`src/mbp_pkg.sv`:
```
`timescale 1ns / 1ps
package mbp_pkg;
    localparam int BufferBytes = 80;
    localparam int CellCount = 16;
    localparam int TempCount = 4;

    localparam logic [1:0] KIND_REQ = 2'd0;
    localparam logic [1:0] KIND_VOLT = 2'd1;
    localparam logic [1:0] KIND_TEMP = 2'd2;
    localparam logic [1:0] KIND_STATS = 2'd3;

    localparam logic [1:0] REG_ADDR = 2'd0;
    localparam logic [1:0] REG_VSTEP = 2'd1;
    localparam logic [1:0] REG_SSTEP = 2'd2;
    localparam logic [1:0] REG_SHOLD = 2'd3;

    localparam logic [2:0] SLOT_CELLS = 3'd1;
    localparam logic [2:0] SLOT_STATS = 3'd3;
    localparam logic [2:0] SLOT_CYCLES = 3'd4;

    typedef struct packed {
        logic       op;
        logic [7:0] data;
    } t_cmd;

    function automatic logic [2:0] next_slot(input logic [2:0] s);
        logic [2:0] r;
        unique case (s)
            3'd1, 3'd2: r = 3'd3;
            3'd3: r = 3'd4;
            default: r = 3'd1;
        endcase
        return r;
    endfunction

    function automatic logic [7:0] req_b2(input logic [2:0] s);
        return (s == 3'd0) ? 8'hF8 : 8'h13;
    endfunction

    function automatic logic [7:0] req_b3(input logic [2:0] s);
        logic [7:0] r;
        unique case (s)
            3'd0: r = 8'h0B;
            3'd1: r = 8'h2A;
            3'd2: r = 8'h1C;
            3'd3: r = 8'h02;
            3'd4: r = 8'h00;
            3'd5: r = 8'h20;
            default: r = 8'h40;
        endcase
        return r;
    endfunction

    function automatic logic [7:0] req_b5(input logic [2:0] s);
        logic [7:0] r;
        unique case (s)
            3'd0: r = 8'h01;
            3'd1: r = 8'h18;
            3'd2: r = 8'h04;
            3'd3: r = 8'h0A;
            3'd6: r = 8'h0A;
            default: r = 8'h20;
        endcase
        return r;
    endfunction

    function automatic logic [15:0] crc_byte(input logic [15:0] c, input logic [7:0] b);
        logic [15:0] x;
        x = c ^ {8'd0, b};
        for (int i = 0; i < 8; i++) begin
            x = x[0] ? ((x >> 1) ^ 16'hA001) : (x >> 1);
        end
        return x;
    endfunction
endpackage

```
`src/mbp_ram.sv`:
```
`timescale 1ns / 1ps
module mbp_ram #(
    parameter int WIDTH = 8,
    parameter int DEPTH = 80
) (
    input  logic                     i_clk,
    input  logic                     i_we,
    input  logic [$clog2(DEPTH)-1:0] i_waddr,
    input  logic [WIDTH-1:0]         i_wdata,
    input  logic [$clog2(DEPTH)-1:0] i_raddr,
    output logic [WIDTH-1:0]         o_rdata
);
    logic [WIDTH-1:0] r_mem [DEPTH];
    always_ff @(posedge i_clk) begin
        if (i_we) begin
            r_mem[i_waddr] <= i_wdata;
        end
        o_rdata <= r_mem[i_raddr];
    end
endmodule

```
`src/mbp_front.sv`:
```
`timescale 1ns / 1ps
module mbp_front (
    input  logic          i_clk,
    input  logic          i_rst_n,
    input  logic          i_push,
    output logic          o_full,
    input  mbp_pkg::t_cmd i_cmd,
    output logic          o_valid,
    output mbp_pkg::t_cmd o_cmd,
    input  logic          i_take
);
    // two-entry queue between accept side and the executor
    mbp_pkg::t_cmd r_q [2];
    logic          r_rd;
    logic          r_wr;
    logic [1:0]    r_cnt;

    assign o_full  = (r_cnt == 2'd2);
    assign o_valid = (r_cnt != 2'd0);
    assign o_cmd   = r_q[r_rd];

    always_ff @(posedge i_clk) begin
        if (!i_rst_n) begin
            r_rd  <= 1'b0;
            r_wr  <= 1'b0;
            r_cnt <= 2'd0;
        end else begin
            if (i_push && !o_full) begin
                r_q[r_wr] <= i_cmd;
                r_wr      <= ~r_wr;
            end
            if (i_take && o_valid) begin
                r_rd <= ~r_rd;
            end
            r_cnt <= r_cnt + {1'b0, i_push && !o_full} - {1'b0, i_take && o_valid};
        end
    end
endmodule

```
`src/mbp_back.sv`:
```
`timescale 1ns / 1ps
module mbp_back #(
    parameter int BUFFER_BYTES = mbp_pkg::BufferBytes,
    parameter int CELL_COUNT = mbp_pkg::CellCount,
    parameter int TEMP_COUNT = mbp_pkg::TempCount
) (
    input  logic               i_clk,
    input  logic               i_rst_n,
    input  logic               i_valid,
    input  mbp_pkg::t_cmd      i_cmd,
    output logic               o_take,
    input  logic [7:0]         i_slave_address,
    input  logic [15:0]        i_voltage_step_limit,
    input  logic [6:0]         i_soc_step_limit,
    input  logic [3:0]         i_soc_hold_limit,
    output logic               o_empty,
    input  logic               i_pop,
    output logic [1:0]         o_kind,
    output logic [7:0]         o_tx_byte,
    output logic [3:0]         o_item_index,
    output logic [15:0]        o_item_value,
    output logic [15:0]        o_voltage_cv,
    output logic signed [16:0] o_current_da,
    output logic signed [7:0]  o_charge_state,
    output logic signed [7:0]  o_bms_temp,
    output logic signed [7:0]  o_cycle_count,
    output logic               o_last
);
    localparam int AW = $clog2(BUFFER_BYTES);
    localparam int CW = $clog2(BUFFER_BYTES + 1);

    typedef enum logic [3:0] {
        S_IDLE, S_RD, S_WAIT, S_CAP, S_EMIT_REC, S_PARSE, S_STATS,
        S_REQ, S_CLEAR
    } t_state;

    t_state        r_state;
    logic [CW-1:0] r_count;
    logic [7:0]    r_addr;
    logic [7:0]    r_b0;
    logic          r_hi;
    logic [4:0]    r_rec;
    logic [2:0]    r_slot;
    logic [2:0]    r_req;
    logic [15:0]   r_crc;
    logic [15:0]   r_volt;
    logic signed [16:0] r_cur;
    logic signed [7:0]  r_soc;
    logic [3:0]    r_rej;
    logic signed [7:0]  r_cyc;
    logic signed [7:0]  r_tmp;
    logic [AW-1:0] r_clr;
    logic [7:0]    r_sb [5];
    logic [2:0]    r_sx;
    logic          r_empty_n;

    logic [7:0]    w_rdata;
    logic          w_we;
    logic [AW-1:0] w_waddr;
    logic [7:0]    w_wdata;
    logic [7:0]    w_byte;

    always_comb begin
        w_we    = 1'b0;
        w_waddr = r_count[AW-1:0];
        w_wdata = i_cmd.data;
        if (r_state == S_CLEAR) begin
            w_we    = 1'b1;
            w_waddr = r_clr;
            w_wdata = 8'd0;
        end else if (r_state == S_IDLE && i_valid && !i_cmd.op
                     && r_count < CW'(BUFFER_BYTES)) begin
            w_we = 1'b1;
        end
    end

    mbp_ram #(.WIDTH(8), .DEPTH(BUFFER_BYTES)) u_ram (
        .i_clk  (i_clk),
        .i_we   (w_we),
        .i_waddr(w_waddr),
        .i_wdata(w_wdata),
        .i_raddr(r_addr[AW-1:0]),
        .o_rdata(w_rdata)
    );

    // bytes past the buffer read as zero
    assign w_byte = ({1'b0, r_addr} < 9'(BUFFER_BYTES)) ? w_rdata : 8'd0;
    assign o_take = (r_state == S_IDLE) && i_valid && (!i_cmd.op || o_empty);

    // stats byte fetch list: 11,12,13,14,20,22 handled via small sequence
    function automatic logic [7:0] stat_addr(input logic [2:0] i);
        logic [7:0] r;
        unique case (i)
            3'd0: r = 8'd11;
            3'd1: r = 8'd12;
            3'd2: r = 8'd13;
            3'd3: r = 8'd14;
            3'd4: r = 8'd20;
            default: r = 8'd22;
        endcase
        return r;
    endfunction

    logic [7:0]  w_req_byte;
    logic [15:0] w_v;
    logic [16:0] w_dv;
    logic signed [9:0]  w_h;
    logic signed [16:0] w_curn;
    logic signed [8:0]  w_ds;
    logic [7:0]  w_ads;
    logic signed [8:0]  w_dc;

    always_comb begin
        unique case (r_req)
            3'd0: w_req_byte = i_slave_address;
            3'd1: w_req_byte = 8'd3;
            3'd2: w_req_byte = mbp_pkg::req_b2(r_slot);
            3'd3: w_req_byte = mbp_pkg::req_b3(r_slot);
            3'd4: w_req_byte = 8'd0;
            3'd5: w_req_byte = mbp_pkg::req_b5(r_slot);
            3'd6: w_req_byte = r_crc[7:0];
            default: w_req_byte = r_crc[15:8];
        endcase
        w_v    = {r_sb[0], r_sb[1]};
        w_dv   = (r_volt >= w_v) ? {1'b0, r_volt - w_v} : {1'b0, w_v - r_volt};
        w_h    = (r_sb[2] >= 8'd254) ? $signed({2'b11, r_sb[2]}) : $signed({2'b00, r_sb[2]});
        w_curn = 17'(w_h * $signed(10'sd255));
        w_curn = -w_curn - $signed({9'd0, r_sb[3]});
        w_ds   = 9'(r_soc) - 9'($signed(w_byte));
        w_ads  = w_ds[8] ? 8'(-w_ds) : w_ds[7:0];
        w_dc   = 9'($signed(w_byte)) - 9'(r_cyc);
    end

    always_ff @(posedge i_clk) begin
        if (!i_rst_n) begin
            r_state <= S_CLEAR;
            r_count <= '0;
            r_slot  <= mbp_pkg::SLOT_STATS;
            r_volt  <= 16'd4800;
            r_cur   <= '0;
            r_soc   <= 8'sd99;
            r_rej   <= '0;
            r_cyc   <= '0;
            r_tmp   <= '0;
            r_clr   <= '0;
            r_empty_n <= 1'b0;
        end else begin
            if (i_pop && r_empty_n) begin
                r_empty_n <= 1'b0;
            end
            unique case (r_state)
                S_IDLE: begin
                    if (o_take) begin
                        if (!i_cmd.op) begin
                            if (r_count < CW'(BUFFER_BYTES)) r_count <= r_count + 1'b1;
                        end else begin
                            r_rec <= '0;
                            r_hi  <= 1'b1;
                            r_sx  <= '0;
                            if (r_slot == mbp_pkg::SLOT_CELLS) begin
                                r_addr  <= 8'd3;
                                r_state <= S_RD;
                            end else if (r_slot == mbp_pkg::SLOT_STATS) begin
                                r_addr  <= 8'd11;
                                r_state <= S_PARSE;
                            end else if (r_slot == mbp_pkg::SLOT_CYCLES) begin
                                r_addr  <= 8'd30;
                                r_state <= S_PARSE;
                            end else begin
                                r_state <= S_STATS;
                            end
                        end
                    end
                end
                S_RD: r_state <= S_WAIT;
                S_WAIT: begin
                    if (r_hi) begin
                        r_b0    <= w_byte;
                        r_hi    <= 1'b0;
                        r_addr  <= r_addr + 8'd1;
                        r_state <= S_RD;
                    end else begin
                        r_state <= S_CAP;
                    end
                end
                S_CAP: begin
                    if (!r_empty_n) begin
                        r_empty_n <= 1'b1;
                        o_kind <= (r_rec < 5'(CELL_COUNT)) ? mbp_pkg::KIND_VOLT
                                                            : mbp_pkg::KIND_TEMP;
                        o_item_index <= (r_rec < 5'(CELL_COUNT)) ? r_rec[3:0]
                                                                  : 4'(r_rec - 5'(CELL_COUNT));
                        o_item_value <= {r_b0, w_byte};
                        o_tx_byte <= '0; o_voltage_cv <= '0; o_current_da <= '0;
                        o_charge_state <= '0; o_bms_temp <= '0; o_cycle_count <= '0;
                        o_last <= 1'b0;
                        r_rec <= r_rec + 5'd1;
                        r_hi  <= 1'b1;
                        if (r_rec + 5'd1 == 5'(CELL_COUNT + TEMP_COUNT)) begin
                            r_state <= S_STATS;
                        end else begin
                            r_addr  <= (r_rec + 5'd1 == 5'(CELL_COUNT)) ? 8'd35
                                                                        : r_addr + 8'd1;
                            r_state <= S_RD;
                        end
                    end
                end
                S_PARSE: begin
                    // fetch wait tracked by r_hi, which toggles between a wait pass and a capture pass
                    if (r_hi) begin
                        r_hi <= 1'b0;
                    end else begin
                        r_hi <= 1'b1;
                        if (r_slot == mbp_pkg::SLOT_CYCLES) begin
                            if (w_byte != 8'd0 || w_dc == 9'sd0 || w_dc == 9'sd1
                                || w_dc == -9'sd1) begin
                                r_cyc <= w_byte;
                            end
                            r_state <= S_STATS;
                        end else if (r_sx == 3'd5) begin
                            if (w_v != 16'd0 && w_dv < {1'b0, i_voltage_step_limit})
                                r_volt <= w_v;
                            r_cur <= w_curn;
                            r_tmp <= r_sb[4];
                            if (w_ads < {1'b0, i_soc_step_limit} || r_rej >= i_soc_hold_limit) begin
                                r_soc <= w_byte;
                                r_rej <= '0;
                            end else begin
                                r_rej <= r_rej + 4'd1;
                            end
                            r_state <= S_STATS;
                        end else begin
                            r_sb[r_sx] <= w_byte;
                            r_sx   <= r_sx + 3'd1;
                            r_addr <= stat_addr(r_sx + 3'd1);
                        end
                    end
                end
                S_STATS: begin
                    if (!r_empty_n) begin
                        r_empty_n <= 1'b1;
                        o_kind <= mbp_pkg::KIND_STATS;
                        o_tx_byte <= '0; o_item_index <= '0; o_item_value <= '0;
                        o_voltage_cv <= r_volt; o_current_da <= r_cur;
                        o_charge_state <= r_soc; o_bms_temp <= r_tmp;
                        o_cycle_count <= r_cyc; o_last <= 1'b0;
                        r_slot <= mbp_pkg::next_slot(r_slot);
                        r_req  <= '0;
                        r_crc  <= 16'hFFFF;
                        r_state <= S_REQ;
                    end
                end
                S_REQ: begin
                    if (!r_empty_n) begin
                        r_empty_n <= 1'b1;
                        o_kind <= mbp_pkg::KIND_REQ;
                        o_tx_byte <= w_req_byte;
                        o_item_index <= '0; o_item_value <= '0;
                        o_voltage_cv <= '0; o_current_da <= '0;
                        o_charge_state <= '0; o_bms_temp <= '0; o_cycle_count <= '0;
                        o_last <= (r_req == 3'd7);
                        if (r_req < 3'd6) r_crc <= mbp_pkg::crc_byte(r_crc, w_req_byte);
                        r_req <= r_req + 3'd1;
                        if (r_req == 3'd7) begin
                            r_clr   <= '0;
                            r_state <= S_CLEAR;
                        end
                    end
                end
                S_CLEAR: begin
                    r_clr <= r_clr + 1'b1;
                    if (r_clr == AW'(BUFFER_BYTES - 1)) begin
                        r_count <= '0;
                        r_state <= S_IDLE;
                    end
                end
                default: r_state <= S_IDLE;
            endcase
        end
    end

    assign o_empty = !r_empty_n;

`ifndef NO_ASSERTIONS
    a_count: assert property (@(posedge i_clk) disable iff (!i_rst_n)
        r_count <= CW'(BUFFER_BYTES)) else $error("count overflow");
    a_slot: assert property (@(posedge i_clk) disable iff (!i_rst_n)
        r_slot == 3'd1 || r_slot == 3'd3 || r_slot == 3'd4) else $error("bad slot");
    a_hold: assert property (@(posedge i_clk) disable iff (!i_rst_n)
        r_empty_n && !i_pop |=> r_empty_n && $stable(o_tx_byte)) else $error("lost result");
`endif
endmodule

```
`src/modbus_bms_poller_core.sv`:
```
`timescale 1ns / 1ps
// Modbus-RTU poller for a battery management system. Received bytes are taken
// one per cycle, while the back end is idle, into an on-chip response buffer
// through a two-entry queue. A poll tick waits until the result port is empty and
// then runs the back end: a command 1 parse emits 20 records (16 cell voltages and
// 4 temperatures), each read as two buffer bytes; a command 3 parse reads six bytes
// and a command 4 parse one byte; then the stats record and 8 request bytes go out,
// each once the result side has popped the one before, and a clearing pass zeroes
// the buffer. The same clearing pass runs after reset, so input is held off until
// it is done.
module modbus_bms_poller_core #(
    parameter int BUFFER_BYTES = mbp_pkg::BufferBytes,
    parameter int CELL_COUNT = mbp_pkg::CellCount,
    parameter int TEMP_COUNT = mbp_pkg::TempCount
) (
    input  logic               i_clk,
    input  logic               i_rst_n,
    input  logic               push,
    output logic               full,
    input  logic               i_operation,
    input  logic [7:0]         i_rx_byte,
    output logic               empty,
    input  logic               pop,
    output logic [1:0]         o_kind,
    output logic [7:0]         o_tx_byte,
    output logic [3:0]         o_item_index,
    output logic [15:0]        o_item_value,
    output logic [15:0]        o_voltage_cv,
    output logic signed [16:0] o_current_da,
    output logic signed [7:0]  o_charge_state,
    output logic signed [7:0]  o_bms_temp,
    output logic signed [7:0]  o_cycle_count,
    output logic               o_last,
    input  logic               i_cfg_we,
    input  logic [1:0]         i_cfg_index,
    input  logic [15:0]        i_cfg_data
);
    logic [7:0]  r_addr;
    logic [15:0] r_vstep;
    logic [6:0]  r_sstep;
    logic [3:0]  r_shold;

    always_ff @(posedge i_clk) begin
        if (!i_rst_n) begin
            r_addr  <= 8'd1;
            r_vstep <= 16'd1000;
            r_sstep <= 7'd5;
            r_shold <= 4'd10;
        end else if (i_cfg_we) begin
            unique case (i_cfg_index)
                mbp_pkg::REG_ADDR:  r_addr  <= i_cfg_data[7:0];
                mbp_pkg::REG_VSTEP: r_vstep <= i_cfg_data;
                mbp_pkg::REG_SSTEP: r_sstep <= i_cfg_data[6:0];
                mbp_pkg::REG_SHOLD: r_shold <= i_cfg_data[3:0];
                default: ;
            endcase
        end
    end

    mbp_pkg::t_cmd w_in;
    mbp_pkg::t_cmd w_q;
    logic          w_valid;
    logic          w_take;

    assign w_in.op   = i_operation;
    assign w_in.data = i_rx_byte;

    mbp_front u_front (
        .i_clk  (i_clk),
        .i_rst_n(i_rst_n),
        .i_push (push),
        .o_full (full),
        .i_cmd  (w_in),
        .o_valid(w_valid),
        .o_cmd  (w_q),
        .i_take (w_take)
    );

    mbp_back #(
        .BUFFER_BYTES(BUFFER_BYTES),
        .CELL_COUNT  (CELL_COUNT),
        .TEMP_COUNT  (TEMP_COUNT)
    ) u_back (
        .i_clk               (i_clk),
        .i_rst_n             (i_rst_n),
        .i_valid             (w_valid),
        .i_cmd               (w_q),
        .o_take              (w_take),
        .i_slave_address     (r_addr),
        .i_voltage_step_limit(r_vstep),
        .i_soc_step_limit    (r_sstep),
        .i_soc_hold_limit    (r_shold),
        .o_empty             (empty),
        .i_pop               (pop),
        .o_kind              (o_kind),
        .o_tx_byte           (o_tx_byte),
        .o_item_index        (o_item_index),
        .o_item_value        (o_item_value),
        .o_voltage_cv        (o_voltage_cv),
        .o_current_da        (o_current_da),
        .o_charge_state      (o_charge_state),
        .o_bms_temp          (o_bms_temp),
        .o_cycle_count       (o_cycle_count),
        .o_last              (o_last)
    );
endmodule
```
`config.mk`:
```
export PLATFORM = sky130hd
export DESIGN_NAME = modbus_bms_poller_core
export DESIGN_NICKNAME = d
export VERILOG_FILES = /design/src/mbp_pkg.sv /design/src/mbp_ram.sv /design/src/mbp_front.sv /design/src/mbp_back.sv /design/src/modbus_bms_poller_core.sv
export SDC_FILE = /design/constraint.sdc
export NUM_CORES = 1
export LEC_CHECK = 0
export BUFFER_PORTS_ARGS = -buffer_cell sky130_fd_sc_hd__buf_2
export CAP_MARGIN = 20
export CORE_MARGIN = 2
export CORE_UTILIZATION = 31
export DETAILED_ROUTE_END_ITERATION = 7
export GPL_TIMING_DRIVEN = 0
export HOLD_SLACK_MARGIN = 0.06
export PLACE_DENSITY = 0.53
export SYNTH_ARGS = -nofsm -noshare
export SYNTH_HDL_FRONTEND = slang
export SYNTH_SLANG_ARGS = --single-unit
```
`constraint.sdc`:
```
create_clock -name i_clk -period 11.2 [get_ports i_clk]
set_input_delay 1.68 -clock i_clk [delete_from_list [all_inputs] [get_ports i_clk]]
set_output_delay 1.68 -clock i_clk [all_outputs]
set_load 0.005 [all_outputs]
```
==> impl_metrics.csv <==
group,metric,value,unit
status,status,"completed",
timing,worstMarginPinSlew,1100,ps
worst_hold_path,hp-start,"u_back.r_cur[7]$_SDFFE_PN0P_",
power_and_ir_drop,p_leak,17.3,nW
finish,final_nets,3475,
timing,max_freq,167,MHz
clock_tree,post_cts_resized,0,
worst_hold_path,hp-class,"flop to flop",
clock_tree,cts.sinks,961,
critical_path,cp_max_fo,9,
floorplanning,rows,137,
place,place_congestion,0.835,
timing,hold_violations,0,
critical_path,reg2reg_from,"u_back.r_addr[4]$_DFFE_PP_",
yosys,yosys_warnings,0,
global_routing,grt_max_degree,49,
detailed_routing,ant_nets,0,
power_and_ir_drop,p_total,0.00889,W
critical_path,worstSetupEndpointType,"flop",
floorplanning,core,139000,um2
yosys,syn_nets,3224,
critical_path,r2r_cells,22,
timing,setup_viol,0,
floorplanning,io_pins,122,
finish,drive_above_1_share,14.6,%
place,dp_hpwl,80200,um
finish,stdcell_area,50000,um2
yosys,synth_seq_cells,961,
finish,seq_area,27500,um2
worst_hold_path,hold_path_end,"u_back.r_cur[7]$_SDFFE_PN0P_",
timing,finClkSkew,72.8,ps
global_routing,grt_pass1_vias,25231,
yosys,synth_top_flop_cell,"edfxtp_1",
timing,slew_viol_final,0,
timing,setup_tns,0,ps
place,place_area,46800,um2
power_and_ir_drop,power.density,178,nW/um2
global_routing,use_met2,26.8,%
global_routing,globalRoute.totalOverflow,0,
yosys,synth.most_common_cell,"edfxtp_1",
critical_path,startpoint_type,"flop",
yosys,syn-instance-count,2994,
clock_tree,cts_buffer_depth,3,
finish,multi_input_area,14600,um2
critical_path,cp.required,11770,ps
clock_tree,tritoncts,"built",
clock_tree,post_cts_buffers,0,
timing,post-route-period-util,53.5,%
timing,slew_headroom,26.1,%
clock_tree,ctsHoldBuffers,0,
clock_tree,h-tree-depth,3,
floorplanning,start_util,31.1,%
yosys,synth_edf_count,830,
global_routing,grt_use_total,15.8,%
finish,nFillCells,13282,
worst_hold_path,hold-path-cell-count,2,
detailed_routing,wire_per_inst,21.7,um
global_routing,grt.busiest_layer,"met2",
critical_path,crit_arrival,6560,ps
detailed_routing,drc,0,
floorplanning,die_height,378,um
yosys,yosysSeqAreaShare,63.6,%
yosys,synth_top_area_share,57.6,%
finish,postLayoutCoreUtil,36.0,%
floorplanning,chipWidth,378,um
detailed_routing,dr.pass1.iters,7,
yosys,synth.avg_cell_area,14.5,um2
finish,syn_to_final_growth,15.5,%
detailed_routing,drt-initial-drc-count,1952,
global_routing,use_met3,2.20,%
yosys,async_flop_share,0,%
run,maxCapViolCount,0,
clock_tree,root_buffer,"clkbuf_16",
timing,rsz0062_at_grt,"no",
timing,layout_min_cycle_time,5990,ps
yosys,yosysUniqueCellTypes,85,
yosys,synthTopCellsByCount,"830 x edfxtp_1, 243 x nand2_1, 221 x nor2_1",
power_and_ir_drop,peakVddDrop,0.120,mV
global_routing,grtUsageMet1,21.3,%
critical_path,worstSetupPathType,"flop to flop",
place,port_buffers,121,
critical_path,r2r_slack,5210,ps
clock_tree,cts_buffers,100,
critical_path,r2r-end,"u_back.r_soc[2]$_SDFFE_PN0P_",
clock_tree,clk_latency,730,ps
floorplanning,dieArea,143000,um2
global_routing,antenna_found_initial,0,
yosys,synth_area_leaders,"edfxtp_1 58%, mux4_2 7.4%, dfxtp_1 6.1%",
detailed_routing,vias,25395,
clock_tree,path_clk_slew,60,ps
yosys,syn_area,43300,um2
detailed_routing,wl,113000,um
global_routing,grt_pass1_wl,168000,um
yosys,synth_area_leader_cell,"edfxtp_1",
detailed_routing,via_per_inst,4.88,
-- through the flow --
step	hold slack [ps]	setup slack (ps)	std cells
3_3_place_gp	434	2150	4991
3_5_place_dp	440	5110	5016
2_1_floorplan	427	4910	2994
6_report	447	5210	5205
5_1_grt	468	4720	5204
4_1_cts	448	5100	5201
-- where the power goes --
part | total (W) | internal [W] | switching, W | leakage (nW)
combinational | 0.00131 | 0.000384 | 0.000925 | 7.19
clock | 0.00325 | 0.00182 | 0.00143 | 1.53
sequential | 0.00432 | 0.00429 | 0.0000364 | 8.63
-- logic make-up (layout without fill, tap and decap cells) --
kind of cell	after synthesis	in the layout	share of synthesized area, %
other	0	1	0
DFF	961	961	63.6
buffers and inverters	314	648	2.82
adders and majority gates	198	198	6.57
muxes	294	294	10.9
AOI/OAI and AO/OA	410	410	6.31
and+or+nand+nor	735	735	7.95
xor gates and xnor gates	82	82	1.83
-- per-layer routing --
| layer | routed length, um | vias up |
|---|---|---|
| li1 | - | 11791 |
| met1 | 50100 | 12871 |
| met2 | 55400 | 600 |
| met3 | 5090 | 133 |
| met4 | 2180 | 0 |
| met5 | 0 | - |
-- placed cells by master (no fill, tap or decap), drive strengths merged, types with 49 or more instances in the layout --
cell and n:
o21ai 53, a21oi 149, mux4 142, nor2 222
edfxtp 830, nand2 243, dfxtp 131, ha 149
mux2i 150, fa 49, and2 58, buf 190
clkbuf 221, inv 186
-- worst max-delay path, stage by stage (launching register included) --
cell and delay [ps]:
edfxtp_1 540, o21a_1 260, nor2_1 360, nand2_1 190, inv_1 360, ha_1 270
fa_1 220, nor2b_1 70, o31a_1 280, o31a_1 270, or4_1 390, o21ai_1 250
nor2b_1 210, xnor2_1 100, ha_1 310, a21o_1 110, a31oi_1 40, o21a_1 200
o21ai_0 320, nor2b_1 110, a221oi_2 590, a21oi_4 230, mux2i_1 160
-- flip-flops by register name (all words and copies together) (netlist names), 16 cells and up, named ones only --
signal / cells
r_vstep: 16
u_back.o_voltage_cv: 16
u_back.u_ram.r_mem: 640
u_back.r_crc: 16
u_back.r_volt: 16
u_front.r_q: 18
u_back.o_item_value: 16
u_back.r_cur: 17
u_back.o_current_da: 17
u_back.r_sb: 40
-- worst max path at each step --
stage                                 from                                    end  slack [ps]  cells past startpoint
2_1_floorplan                      i_rst_n     u_back.o_bms_temp[0]$_SDFFCE_PP0P_        4910                      2
3_3_place_gp                       i_rst_n  u_back.o_current_da[13]$_SDFFCE_PP0P_        2150                      3
4_1_cts        u_back.r_sb[2][0]$_DFFE_PP_          u_back.r_cur[16]$_SDFFE_PN0P_        5100                     20
5_1_grt         u_back.r_addr[6]$_DFFE_PP_           u_back.r_soc[2]$_SDFFE_PN0P_        4720                     23
3_5_place_dp   u_back.r_sb[2][0]$_DFFE_PP_          u_back.r_cur[16]$_SDFFE_PN0P_        5110                     20
6_report        u_back.r_addr[4]$_DFFE_PP_           u_back.r_soc[2]$_SDFFE_PN0P_        5210                     22
-- area by class of cell --
| class | instances | share of cell area [%] |
|---|---|---|
| repair buffers | 149 | 2.13 |
| inverters | 185 | 1.39 |
| clock inverters | 52 | 0.961 |
| clock buffers | 133 | 5.40 |
| well taps | 1876 | 4.69 |
| plain buffers | 129 | 1.05 |
| diodes | 1 | 0.00500 |
| multi-input cells | 1719 | 29.3 |
| flip-flops and latches | 961 | 55.1 |
Note: power is estimated with default switching activity, not from simulation.
